$ cat src/hw/rtl/ladlp_pkg.sv
// Package for the four-pole ladder lowpass: widths, register codes, reset values,
// sequencer states and the fixed-point helpers (rounding, saturation).
// Depends on nothing; every other file of the block imports it.
`timescale 1ns / 1ps

package ladlp_pkg;

   localparam int SAMPLE_WIDTH   = 24;
   localparam int COEF_FRAC_BITS = 30;
   localparam int FB_FRAC_BITS   = COEF_FRAC_BITS - 2;

   localparam int SIG_W      = 32;
   localparam int COEF_W     = 32;
   localparam int GAIN_W     = 31;
   localparam int PROD_W     = SIG_W + COEF_W;
   // A rounded product plus a few of them summed.
   localparam int WIDE_W     = PROD_W - FB_FRAC_BITS + 4;
   localparam int CSR_IDX_W  = 3;
   localparam int CSR_DATA_W = 32;
   localparam int STAGE_W    = 2;

   localparam logic [STAGE_W-1:0] LAST_STAGE = STAGE_W'(2);

   typedef enum logic [CSR_IDX_W-1:0] {
      CSR_GAIN_ONE    = 3'd0,
      CSR_GAIN_TWO    = 3'd1,
      CSR_GAIN_THREE  = 3'd2,
      CSR_GAIN_FOUR   = 3'd3,
      CSR_ALLPASS     = 3'd4,
      CSR_FEEDBACK    = 3'd5,
      CSR_INV_DENOM   = 3'd6
   } csr_index_type;

   localparam logic [GAIN_W-1:0]        GAIN_ONE_RST   = 31'd66046000;
   localparam logic [GAIN_W-1:0]        GAIN_TWO_RST   = 31'd4063000;
   localparam logic [GAIN_W-1:0]        GAIN_THREE_RST = 31'd249900;
   localparam logic [GAIN_W-1:0]        GAIN_FOUR_RST  = 31'd15370;
   localparam logic signed [COEF_W-1:0] ALLPASS_RST    = -32'sd941650000;
   localparam logic [GAIN_W-1:0]        FEEDBACK_RST   = 31'd0;
   localparam logic [GAIN_W-1:0]        INV_DENOM_RST  = 31'd1073741824;

   typedef enum logic [4:0] {
      ST_IDLE,
      ST_MUL_D0,
      ST_MUL_D1,
      ST_MUL_D2,
      ST_MUL_IN,
      ST_SUM_IN,
      ST_MUL_INV,
      ST_TAKE_OUT,
      ST_MUL_FB,
      ST_MUL_AP_OUT,
      ST_MUL_U,
      ST_TAKE_U,
      ST_STG_W,
      ST_STG_MUL_A,
      ST_STG_MUL_G,
      ST_STG_NEXT,
      ST_FINISH
   } state_type;

   localparam logic signed [PROD_W-1:0] ONE_P     = 1;
   localparam logic signed [PROD_W-1:0] COEF_HALF = ONE_P <<< (COEF_FRAC_BITS - 1);
   localparam logic signed [PROD_W-1:0] FB_HALF   = ONE_P <<< (FB_FRAC_BITS - 1);

   localparam logic signed [WIDE_W-1:0] ONE_W     = 1;
   localparam logic signed [WIDE_W-1:0] SIG_MAX_W = (ONE_W <<< (SIG_W - 1)) - ONE_W;
   localparam logic signed [WIDE_W-1:0] SIG_MIN_W = -(ONE_W <<< (SIG_W - 1));

   localparam logic signed [SIG_W-1:0] ONE_S     = 1;
   localparam logic signed [SIG_W-1:0] SMP_MAX_S = (ONE_S <<< (SAMPLE_WIDTH - 1)) - ONE_S;
   localparam logic signed [SIG_W-1:0] SMP_MIN_S = -(ONE_S <<< (SAMPLE_WIDTH - 1));

   // Add half an LSB, then floor: the arithmetic shift floors for both signs.
   function automatic logic signed [WIDE_W-1:0] round_product(
      input logic signed [PROD_W-1:0] p,
      input logic                     use_fb
   );
      logic signed [PROD_W-1:0] shifted;
      if (use_fb) begin
         shifted = (p + FB_HALF) >>> FB_FRAC_BITS;
      end else begin
         shifted = (p + COEF_HALF) >>> COEF_FRAC_BITS;
      end
      return shifted[WIDE_W-1:0];
   endfunction

   function automatic logic signed [SIG_W-1:0] sat_sig(input logic signed [WIDE_W-1:0] x);
      if (x > SIG_MAX_W) begin
         return SIG_MAX_W[SIG_W-1:0];
      end else if (x < SIG_MIN_W) begin
         return SIG_MIN_W[SIG_W-1:0];
      end
      return x[SIG_W-1:0];
   endfunction

   function automatic logic signed [WIDE_W-1:0] widen(input logic signed [SIG_W-1:0] x);
      return WIDE_W'(x);
   endfunction

   function automatic logic signed [SIG_W-1:0] ext_sample(
      input logic signed [SAMPLE_WIDTH-1:0] s
   );
      return SIG_W'(s);
   endfunction

   function automatic logic signed [SAMPLE_WIDTH-1:0] sat_sample(
      input logic signed [SIG_W-1:0] x
   );
      if (x > SMP_MAX_S) begin
         return SMP_MAX_S[SAMPLE_WIDTH-1:0];
      end else if (x < SMP_MIN_S) begin
         return SMP_MIN_S[SAMPLE_WIDTH-1:0];
      end
      return x[SAMPLE_WIDTH-1:0];
   endfunction

endpackage

$ cat src/hw/rtl/ladlp_if.sv
// Channel interfaces of the ladder lowpass: sample requests, filtered results
// and register writes, each with valid and ready. Depends on ladlp_pkg.
`timescale 1ns / 1ps

interface ladlp_req_if;
   import ladlp_pkg::*;
   logic                           valid;
   logic                           ready;
   logic signed [SAMPLE_WIDTH-1:0] sample_in;
   logic                           clear_state;
   modport source (output valid, sample_in, clear_state, input ready);
   modport sink   (input valid, sample_in, clear_state, output ready);
endinterface

interface ladlp_rsp_if;
   import ladlp_pkg::*;
   logic                           valid;
   logic                           ready;
   logic signed [SAMPLE_WIDTH-1:0] sample_out;
   modport source (output valid, sample_out, input ready);
   modport sink   (input valid, sample_out, output ready);
endinterface

interface ladlp_csr_if;
   import ladlp_pkg::*;
   logic                  valid;
   logic                  ready;
   logic [CSR_IDX_W-1:0]  index;
   logic [CSR_DATA_W-1:0] data;
   modport source (output valid, index, data, input ready);
   modport sink   (input valid, index, data, output ready);
endinterface

$ cat src/hw/rtl/four_pole_ladder_lowpass_core.sv
// Top level of the resonant four-pole zero-delay-feedback ladder lowpass.
// Depends on ladlp_pkg and the channel interfaces in ladlp_if.sv.
//
//   channel | direction | payload                     | accepted when
//   req_if  | in        | sample_in, clear_state      | valid & ready
//   rsp_if  | out       | sample_out                  | valid & ready
//   csr_if  | in        | index, data (register write)| valid & ready (ready held high)
//
// An item passes from acceptance to the next acceptance through eleven
// sequencer steps for the ladder output and feedback, four for each of the three
// one-pole stages, one to finish and the idle state. One 32x32 multiplier with a
// registered product serves every product, so the dependent products set the
// pace. Reset is synchronous and clears the delays and loads the register
// defaults. A finished item waits in the output register; a new item is taken
// meanwhile, and only the last step stalls while that register is still full.
`timescale 1ns / 1ps

module four_pole_ladder_lowpass_core (
   input logic        clock,
   input logic        reset,
   ladlp_req_if.sink  req_if,
   ladlp_rsp_if.source rsp_if,
   ladlp_csr_if.sink  csr_if
);
   import ladlp_pkg::*;

   state_type state_ff, state_in;

   logic [GAIN_W-1:0]        gain_one_ff, gain_two_ff, gain_three_ff, gain_four_ff;
   logic signed [COEF_W-1:0] allpass_ff;
   logic [GAIN_W-1:0]        feedback_ff, inv_denom_ff;

   logic signed [SIG_W-1:0]        delay_ff [4];
   logic signed [SAMPLE_WIDTH-1:0] sample_ff;
   logic [STAGE_W-1:0]             stage_ff;
   logic signed [PROD_W-1:0]       prod_ff, prod_in;
   logic                           fb_sel_ff, fb_sel_in;
   logic signed [WIDE_W-1:0]       acc_ff;
   logic signed [WIDE_W-1:0]       ap_term_ff;
   logic signed [SIG_W-1:0]        out_ff, u_ff, w_ff;
   logic                           rsp_valid_ff;
   logic signed [SAMPLE_WIDTH-1:0] rsp_data_ff;

   logic signed [SIG_W-1:0]  op_a;
   logic signed [COEF_W-1:0] op_b;
   logic signed [WIDE_W-1:0] rnd;
   logic                     accept;
   logic                     out_free;

   assign accept   = req_if.valid && req_if.ready;
   assign out_free = !rsp_valid_ff || rsp_if.ready;
   assign rnd      = round_product(prod_ff, fb_sel_ff);

   assign req_if.ready      = (state_ff == ST_IDLE);
   assign csr_if.ready      = 1'b1;
   assign rsp_if.valid      = rsp_valid_ff;
   assign rsp_if.sample_out = rsp_data_ff;

   // Sequencer: next state.
   always_comb begin
      state_in = state_ff;
      case (state_ff)
         ST_IDLE:       if (req_if.valid) state_in = ST_MUL_D0;
         ST_MUL_D0:     state_in = ST_MUL_D1;
         ST_MUL_D1:     state_in = ST_MUL_D2;
         ST_MUL_D2:     state_in = ST_MUL_IN;
         ST_MUL_IN:     state_in = ST_SUM_IN;
         ST_SUM_IN:     state_in = ST_MUL_INV;
         ST_MUL_INV:    state_in = ST_TAKE_OUT;
         ST_TAKE_OUT:   state_in = ST_MUL_FB;
         ST_MUL_FB:     state_in = ST_MUL_AP_OUT;
         ST_MUL_AP_OUT: state_in = ST_MUL_U;
         ST_MUL_U:      state_in = ST_TAKE_U;
         ST_TAKE_U:     state_in = ST_STG_W;
         ST_STG_W:      state_in = ST_STG_MUL_A;
         ST_STG_MUL_A:  state_in = ST_STG_MUL_G;
         ST_STG_MUL_G:  state_in = ST_STG_NEXT;
         ST_STG_NEXT:   state_in = (stage_ff == LAST_STAGE) ? ST_FINISH : ST_STG_W;
         ST_FINISH:     if (out_free) state_in = ST_IDLE;
         default:       state_in = ST_IDLE;
      endcase
   end

   // Sequencer outputs: multiplier operands and the rounding shift select.
   always_comb begin
      op_a      = '0;
      op_b      = '0;
      fb_sel_in = 1'b0;
      case (state_ff)
         ST_MUL_D0: begin
            op_a = delay_ff[0];
            op_b = $signed(COEF_W'(gain_three_ff));
         end
         ST_MUL_D1: begin
            op_a = delay_ff[1];
            op_b = $signed(COEF_W'(gain_two_ff));
         end
         ST_MUL_D2: begin
            op_a = delay_ff[2];
            op_b = $signed(COEF_W'(gain_one_ff));
         end
         ST_MUL_IN: begin
            op_a = ext_sample(sample_ff);
            op_b = $signed(COEF_W'(gain_four_ff));
         end
         ST_MUL_INV: begin
            op_a = acc_ff[SIG_W-1:0];
            op_b = $signed(COEF_W'(inv_denom_ff));
         end
         ST_MUL_FB: begin
            op_a      = out_ff;
            op_b      = $signed(COEF_W'(feedback_ff));
            fb_sel_in = 1'b1;
         end
         ST_MUL_AP_OUT: begin
            op_a = out_ff;
            op_b = allpass_ff;
         end
         ST_MUL_U: begin
            op_a = u_ff;
            op_b = $signed(COEF_W'(gain_one_ff));
         end
         ST_STG_MUL_A: begin
            op_a = w_ff;
            op_b = allpass_ff;
         end
         ST_STG_MUL_G: begin
            op_a = w_ff;
            op_b = $signed(COEF_W'(gain_one_ff));
         end
         default: begin
            op_a      = '0;
            op_b      = '0;
            fb_sel_in = 1'b0;
         end
      endcase
   end

   assign prod_in = PROD_W'(op_a) * PROD_W'(op_b);

   always_ff @(posedge clock) begin
      prod_ff   <= prod_in;
      fb_sel_ff <= fb_sel_in;
   end

   always_ff @(posedge clock) begin
      if (reset) begin
         state_ff     <= ST_IDLE;
         stage_ff     <= '0;
         rsp_valid_ff <= 1'b0;
         for (int i = 0; i < 4; i++) begin
            delay_ff[i] <= '0;
         end
      end else begin
         state_ff <= state_in;
         if (state_ff == ST_FINISH && out_free) begin
            rsp_valid_ff <= 1'b1;
         end else if (rsp_if.ready) begin
            rsp_valid_ff <= 1'b0;
         end
         case (state_ff)
            ST_IDLE: begin
               if (accept) begin
                  sample_ff <= req_if.sample_in;
                  stage_ff  <= '0;
                  if (req_if.clear_state) begin
                     for (int i = 0; i < 4; i++) begin
                        delay_ff[i] <= '0;
                     end
                  end
               end
            end
            ST_MUL_D1:   acc_ff <= widen(delay_ff[3]) + rnd;
            ST_MUL_D2:   acc_ff <= acc_ff + rnd;
            ST_MUL_IN:   acc_ff <= widen(sat_sig(acc_ff + rnd));
            ST_SUM_IN:   acc_ff <= widen(sat_sig(acc_ff + rnd));
            ST_TAKE_OUT: out_ff <= sat_sig(rnd);
            // Input less the saturated resonance feedback.
            ST_MUL_AP_OUT: begin
               u_ff <= sat_sig(widen(ext_sample(sample_ff)) - widen(sat_sig(rnd)));
            end
            ST_MUL_U:    ap_term_ff <= rnd;
            ST_TAKE_U:   u_ff <= sat_sig(rnd);
            ST_STG_W:    w_ff <= sat_sig(widen(delay_ff[stage_ff]) + widen(u_ff));
            ST_STG_MUL_G: delay_ff[stage_ff] <= sat_sig(widen(u_ff) - rnd);
            ST_STG_NEXT: begin
               u_ff     <= sat_sig(rnd);
               stage_ff <= stage_ff + STAGE_W'(1);
            end
            ST_FINISH: begin
               if (out_free) begin
                  delay_ff[3] <= sat_sig(widen(u_ff) - ap_term_ff);
                  rsp_data_ff <= sat_sample(out_ff);
               end
            end
            default: begin
            end
         endcase
      end
   end

   // Register writes; the port is always ready and unknown indexes are dropped.
   always_ff @(posedge clock) begin
      if (reset) begin
         gain_one_ff   <= GAIN_ONE_RST;
         gain_two_ff   <= GAIN_TWO_RST;
         gain_three_ff <= GAIN_THREE_RST;
         gain_four_ff  <= GAIN_FOUR_RST;
         allpass_ff    <= ALLPASS_RST;
         feedback_ff   <= FEEDBACK_RST;
         inv_denom_ff  <= INV_DENOM_RST;
      end else if (csr_if.valid) begin
         case (csr_index_type'(csr_if.index))
            CSR_GAIN_ONE:   gain_one_ff   <= csr_if.data[GAIN_W-1:0];
            CSR_GAIN_TWO:   gain_two_ff   <= csr_if.data[GAIN_W-1:0];
            CSR_GAIN_THREE: gain_three_ff <= csr_if.data[GAIN_W-1:0];
            CSR_GAIN_FOUR:  gain_four_ff  <= csr_if.data[GAIN_W-1:0];
            CSR_ALLPASS:    allpass_ff    <= $signed(csr_if.data[COEF_W-1:0]);
            CSR_FEEDBACK:   feedback_ff   <= csr_if.data[GAIN_W-1:0];
            CSR_INV_DENOM:  inv_denom_ff  <= csr_if.data[GAIN_W-1:0];
            default: begin
            end
         endcase
      end
   end

`ifndef SYNTHESIS
   a_accept_starts: assert property (@(posedge clock) disable iff (reset)
      accept |=> (state_ff == ST_MUL_D0) && !req_if.ready)
      else $error("accepted item did not start the sequencer");

   a_clear_zeroes: assert property (@(posedge clock) disable iff (reset)
      (accept && req_if.clear_state) |=>
         (delay_ff[0] == '0) && (delay_ff[1] == '0) &&
         (delay_ff[2] == '0) && (delay_ff[3] == '0))
      else $error("clear flag did not zero the stage delays");

   a_finish_delivers: assert property (@(posedge clock) disable iff (reset)
      (state_ff == ST_FINISH && out_free) |=> rsp_if.valid && req_if.ready)
      else $error("finished item not presented or block not ready again");

   a_csr_gain_one: assert property (@(posedge clock) disable iff (reset)
      (csr_if.valid && csr_if.index == CSR_GAIN_ONE) |=>
         gain_one_ff == $past(csr_if.data[GAIN_W-1:0]))
      else $error("gain register write lost");
`endif

endmodule

$ cat src/flat_wrapper.sv
// flat-port wrapper written by rule: the top's interface ports become plain ports
module four_pole_ladder_lowpass_core_flat import ladlp_pkg::*;
  (clock, reset, req_if_valid, req_if_sample_in, req_if_clear_state, req_if_ready, rsp_if_valid, rsp_if_sample_out, rsp_if_ready, csr_if_valid, csr_if_index, csr_if_data, csr_if_ready);
  ladlp_req_if req_if_i ();
  ladlp_rsp_if rsp_if_i ();
  ladlp_csr_if csr_if_i ();
  input logic clock;
  input logic reset;
  input wire logic [$bits(req_if_i.valid)-1:0] req_if_valid;
  input wire logic [$bits(req_if_i.sample_in)-1:0] req_if_sample_in;
  input wire logic [$bits(req_if_i.clear_state)-1:0] req_if_clear_state;
  output wire logic [$bits(req_if_i.ready)-1:0] req_if_ready;
  output wire logic [$bits(rsp_if_i.valid)-1:0] rsp_if_valid;
  output wire logic [$bits(rsp_if_i.sample_out)-1:0] rsp_if_sample_out;
  input wire logic [$bits(rsp_if_i.ready)-1:0] rsp_if_ready;
  input wire logic [$bits(csr_if_i.valid)-1:0] csr_if_valid;
  input wire logic [$bits(csr_if_i.index)-1:0] csr_if_index;
  input wire logic [$bits(csr_if_i.data)-1:0] csr_if_data;
  output wire logic [$bits(csr_if_i.ready)-1:0] csr_if_ready;
  assign req_if_i.valid = req_if_valid;
  assign req_if_i.sample_in = req_if_sample_in;
  assign req_if_i.clear_state = req_if_clear_state;
  assign req_if_ready = req_if_i.ready;
  assign rsp_if_valid = rsp_if_i.valid;
  assign rsp_if_sample_out = rsp_if_i.sample_out;
  assign rsp_if_i.ready = rsp_if_ready;
  assign csr_if_i.valid = csr_if_valid;
  assign csr_if_i.index = csr_if_index;
  assign csr_if_i.data = csr_if_data;
  assign csr_if_ready = csr_if_i.ready;
  four_pole_ladder_lowpass_core u_core (.clock(clock), .reset(reset), .req_if(req_if_i), .rsp_if(rsp_if_i), .csr_if(csr_if_i));
endmodule
$ cat config.mk
export PLATFORM = sky130hd
export DESIGN_NAME = four_pole_ladder_lowpass_core_flat
export DESIGN_NICKNAME = d
export VERILOG_FILES = /design/src/hw/rtl/ladlp_pkg.sv /design/src/hw/rtl/ladlp_if.sv /design/src/hw/rtl/four_pole_ladder_lowpass_core.sv /design/src/flat_wrapper.sv
export SDC_FILE = /design/constraint.sdc
export NUM_CORES = 2
export LEC_CHECK = 0
export ABC_CLOCK_PERIOD_IN_PS = 25700
export BUFFER_PORTS_ARGS = -buffer_cell sky130_fd_sc_hd__buf_2
export CAP_MARGIN = 20
export CORE_MARGIN = 1.5
export CORE_UTILIZATION = 40
export CTS_BUF_LIST = sky130_fd_sc_hd__clkbuf_8
export CTS_CLUSTER_DIAMETER = 50
export DETAILED_ROUTE_END_ITERATION = 10
export PLACE_DENSITY = 0.64
export SYNTH_ARGS = -nofsm -noshare
export SYNTH_HDL_FRONTEND = slang
export SYNTH_SLANG_ARGS = --single-unit
$ cat constraint.sdc
create_clock -name clock -period 25.7 [get_ports clock]
set_input_delay 1.285 -clock clock [delete_from_list [all_inputs] [get_ports clock]]
set_output_delay 1.285 -clock clock [all_outputs]
set_load 0.05 [all_outputs]
==> summary.txt <==
Worst setup path
  • WS Path Type: reg -> reg
  • Slowest stage delay, CP: 1090 ps
  • Critical Path Fanout Max: 32
  • Critical-path top delay cell: fa_1
  • Crit end category: register
  • CP Launch Type: register
  • CP required: 26400 ps
  • Most used cell, CP: fa_1
  • Crit path DAT: 12350 ps

STA
  • Max Freq: 85.83 MHz
  • RSZ-0062 raised after global routing: false
  • Crit path time final: 11650 ps
  • Setup TNS: 0 ps
  • Final setup viols: 0
  • Final hold vios: 0
  • Worst slew pin tran: 1286 ps
  • Worst Skew: 102.0 ps
  • Final period utilization: 45.34%
  • Slew headroom: 13.74%
  • Final Max Slew Viols: 0

Clock tree
  • CTS Buf Count: 117
  • Insertion delay to the later sink of the worst-skew pair: 880 ps
  • H-Tree Depth: 3
  • CTS tree: done
  • Post CTS Setup Buffer Count: 0
  • Resized Gates After CTS: 0
  • Clock Sinks: 614
  • Clk root buf: clkbuf_8
  • Clk buf depth: 3
  • Clock Pin Slew Worst Setup and Hold Paths: 60 ps
  • Hold buffer count at CTS: 0

Synth
  • Syn nets: 9680
  • Synthesized flop and latch total: 614
  • Synth warn: 0
  • Register area share after synthesis: 21.54%
  • Number of flops mapped to enable cells by yosys: 348
  • Cell variety after synth: 96
  • Post-synth top flop: edfxtp_1
  • Asr flop ratio synth: 0%
  • Mean Syn Cell Area: 9.007 um2
  • Synthesized area: 0.07324 mm2
  • Cells after Synth: 8131

Floorplanning
  • CORE AREA: 0.1813 mm2
  • DIE HEIGHT: 430.9 um
  • Io pins: 92
  • Die ar.: 0.1857 mm2
  • Die Span X: 430.9 um
  • Starting density of the core: 40.39%
  • Rows: 156

Final layout
  • Fillers: 17533
  • Cell area after layout: 0.07930 mm2
  • Commonest non-fill, non-tap cell in the layout: inv_1
  • Syn-to-layout area delta: 8.277%
  • Nets: 9655
  • Most frequent cells in the layout: inv_1 (1222), nand2_1 (1179), fa_1 (1088), nor2_1 (666), a21oi_1 (509)
  • Share of layout cells above drive strength 1: 7.481%

Drt
  • Via count: 61515
  • DRT antenna net count: 0
  • Total Wirelength: 268100 um
  • Drt first pass iters: 6
  • Iter 0 DRT Violations: 6829
  • Number of remaining DRC errors: 0
  • Routed wire length per instance: 25.33 um
  • DR vias/cell: 5.812

Placement
  • I/O Buffers: 90
  • Post-DP HPWL: 205200 um
  • Placed cell area: 0.07681 mm2
  • Gpl congestion: 1.011

GRT
  • Global-route wire length before repair: 402800 um
  • Vias in the first global route: 63186
  • Initial antenna violation count: 14
  • Grt ovf: 0
  • Tot GR Track Use: 29.00%
  • Pin count of the biggest net entering global routing: 104

Pwr
  • Int Power: 0.003020 W
  • Worst vdd ir: 82.11 uV
  • Switching share of power: 48.83%
  • Seq pwr share: 21.7%
  • Static Leakage: 35.67 nW
  • Clock Power Share: 17.4%
  • Psw: 0.002882 W
  • Comb pwr share: 60.9%
  • Power Density: 74.43 mW/mm2

Hold path
  • HP Class: reg -> reg

Flow run
  • Max cap viols: 0

Outcome
  • Outcome: finished, final reports clean
[power groups by stage]
stage,registers (W),clock network (W),logic (W)
global placement,0.00130,0,0.00349
detailed placement,0.00129,0,0.00350
floorplan,0.00124,0,0.00241
global route,0.00128,0.00107,0.00394
CTS,0.00127,0.00104,0.00355
finish,0.00128,0.00102,0.00360
[stage by stage]
stage                     worst slack (ps)  hold WS, ps  instances  util (%)  power (W)
after floorplan                      15860        431.8       8131         -   0.003651
after global placement               14260        440.6      10355     42.36   0.004783
after detailed placement             14190        446.2      10356     42.36   0.004792
after global routing                 13490        466.2      10580     43.73   0.006299
final                                14050        455.2      10585     43.73   0.005903
after CTS                            14140        454.9      10576     43.71   0.005859
[cell usage after synthesis, types with 25 or more instances]
| master | instances | share of area (%) |
|---|---|---|
| a22o_1 | 72 | 0.86 |
| xor2_1 | 108 | 1.3 |
| o21ai_0 | 278 | 1.9 |
| nand3_1 | 125 | 0.85 |
| nor4_1 | 28 | 0.24 |
| nand3b_1 | 68 | 0.70 |
| inv_1 | 1192 | 6.1 |
| o21a_1 | 28 | 0.29 |
| fa_1 | 1088 | 30 |
| nor2b_1 | 68 | 0.58 |
| xnor2_1 | 181 | 2.2 |
| o22ai_1 | 38 | 0.32 |
| buf_1 | 27 | 0.14 |
| clkbuf_1 | 379 | 1.9 |
| a21oi_1 | 510 | 3.5 |
| and2_1 | 35 | 0.30 |
| a221o_1 | 48 | 0.66 |
| a211oi_1 | 28 | 0.29 |
| a22oi_1 | 87 | 0.89 |
| nand4_1 | 58 | 0.50 |
| nand2_1 | 1182 | 6.1 |
| mux4_2 | 32 | 0.98 |
| o21bai_1 | 36 | 0.37 |
| ha_1 | 396 | 6.8 |
| a21o_1 | 165 | 1.7 |
| o211ai_1 | 25 | 0.26 |
| edfxtp_1 | 348 | 14 |
| dfxtp_1 | 266 | 7.3 |
| or2_2 | 30 | 0.26 |
| nand2b_1 | 60 | 0.51 |
| and3_1 | 56 | 0.48 |
| nor2_1 | 684 | 3.5 |
| nor3_1 | 56 | 0.38 |
| a31oi_1 | 46 | 0.39 |
[path summary, 6_finish.rpt]
check / from / to / slack, ps / depth (start not counted)
setup reg to reg: u_core.state_ff[2]$_SDFFE_PP0P_ / u_core.prod_ff[63]$_DFF_P_ / 14050 / 33
hold reg to reg: u_core.feedback_ff[16]$_SDFFE_PP0P_ / u_core.feedback_ff[16]$_SDFFE_PP0P_ / 460 / 2
hold / removal: u_core.feedback_ff[16]$_SDFFE_PP0P_ / u_core.feedback_ff[16]$_SDFFE_PP0P_ / 460 / 2
setup / recovery: u_core.state_ff[2]$_SDFFE_PP0P_ / u_core.prod_ff[63]$_DFF_P_ / 14050 / 33
[cell families after synthesis]
group	after synthesis	share of synthesized area, %
other	1	0.005120
flip-flops	614	21.54
adder cells (fa/ha/maj)	1488	36.56
XOR/XNOR	289	3.456
AND/OR/NAND/NOR	2541	15.36
multiplexers	54	1.295
AO/OA/AOI/OAI	1527	13.44
buffers and inverters	1617	8.345
[flip-flops by register name (all words and copies together), names as in the netlist, 32 cells and up, named ones only]
| signal | count |
|---|---|
| u_core.allpass_ff | 32 |
| u_core.delay_ff | 128 |
| u_core.w_ff | 32 |
| u_core.acc_ff | 40 |
| u_core.out_ff | 32 |
| u_core.u_ff | 32 |
| u_core.prod_ff | 37 |
| u_core.ap_term_ff | 36 |
[final cells by class]
cell class                      instances  area (um2)  share of cell area, %
Tap cell                             2370        2965                  3.739
Antenna cell                            8       20.02                0.02524
Sequential cell                       614       15780                  19.90
Timing Repair Buffer                  280        1901                  2.397
Multi-Input combinational cell       5900       51720                  65.22
Inverter                             1193        4478                  5.647
Clock inverter                         89       638.1                 0.8047
Clock buffer                          131        1803                  2.274
[worst max-delay path, delay by kind of cell (launching register included)]
family                   cells  cell delay [ps]
AO/OA/AOI/OAI               11             1950
adder cells (fa/ha/maj)      9             5100
flip-flops                   1              800
XOR/XNOR                     1               90
AND/OR/NAND/NOR              5             1790
buffers and inverters        7             1750
[metal layers]
layer	global-route usage, %	routed length (um)	part of all wire, %	vias up
li1	-	-	-	26650
met1	37.81	105000	39	31123
met2	46.30	122600	46	3090
met3	6.271	27170	10	644
met4	12.73	13280	5.0	8
met5	0	56	0.021	-
Note: power is estimated with default switching activity, not from simulation.
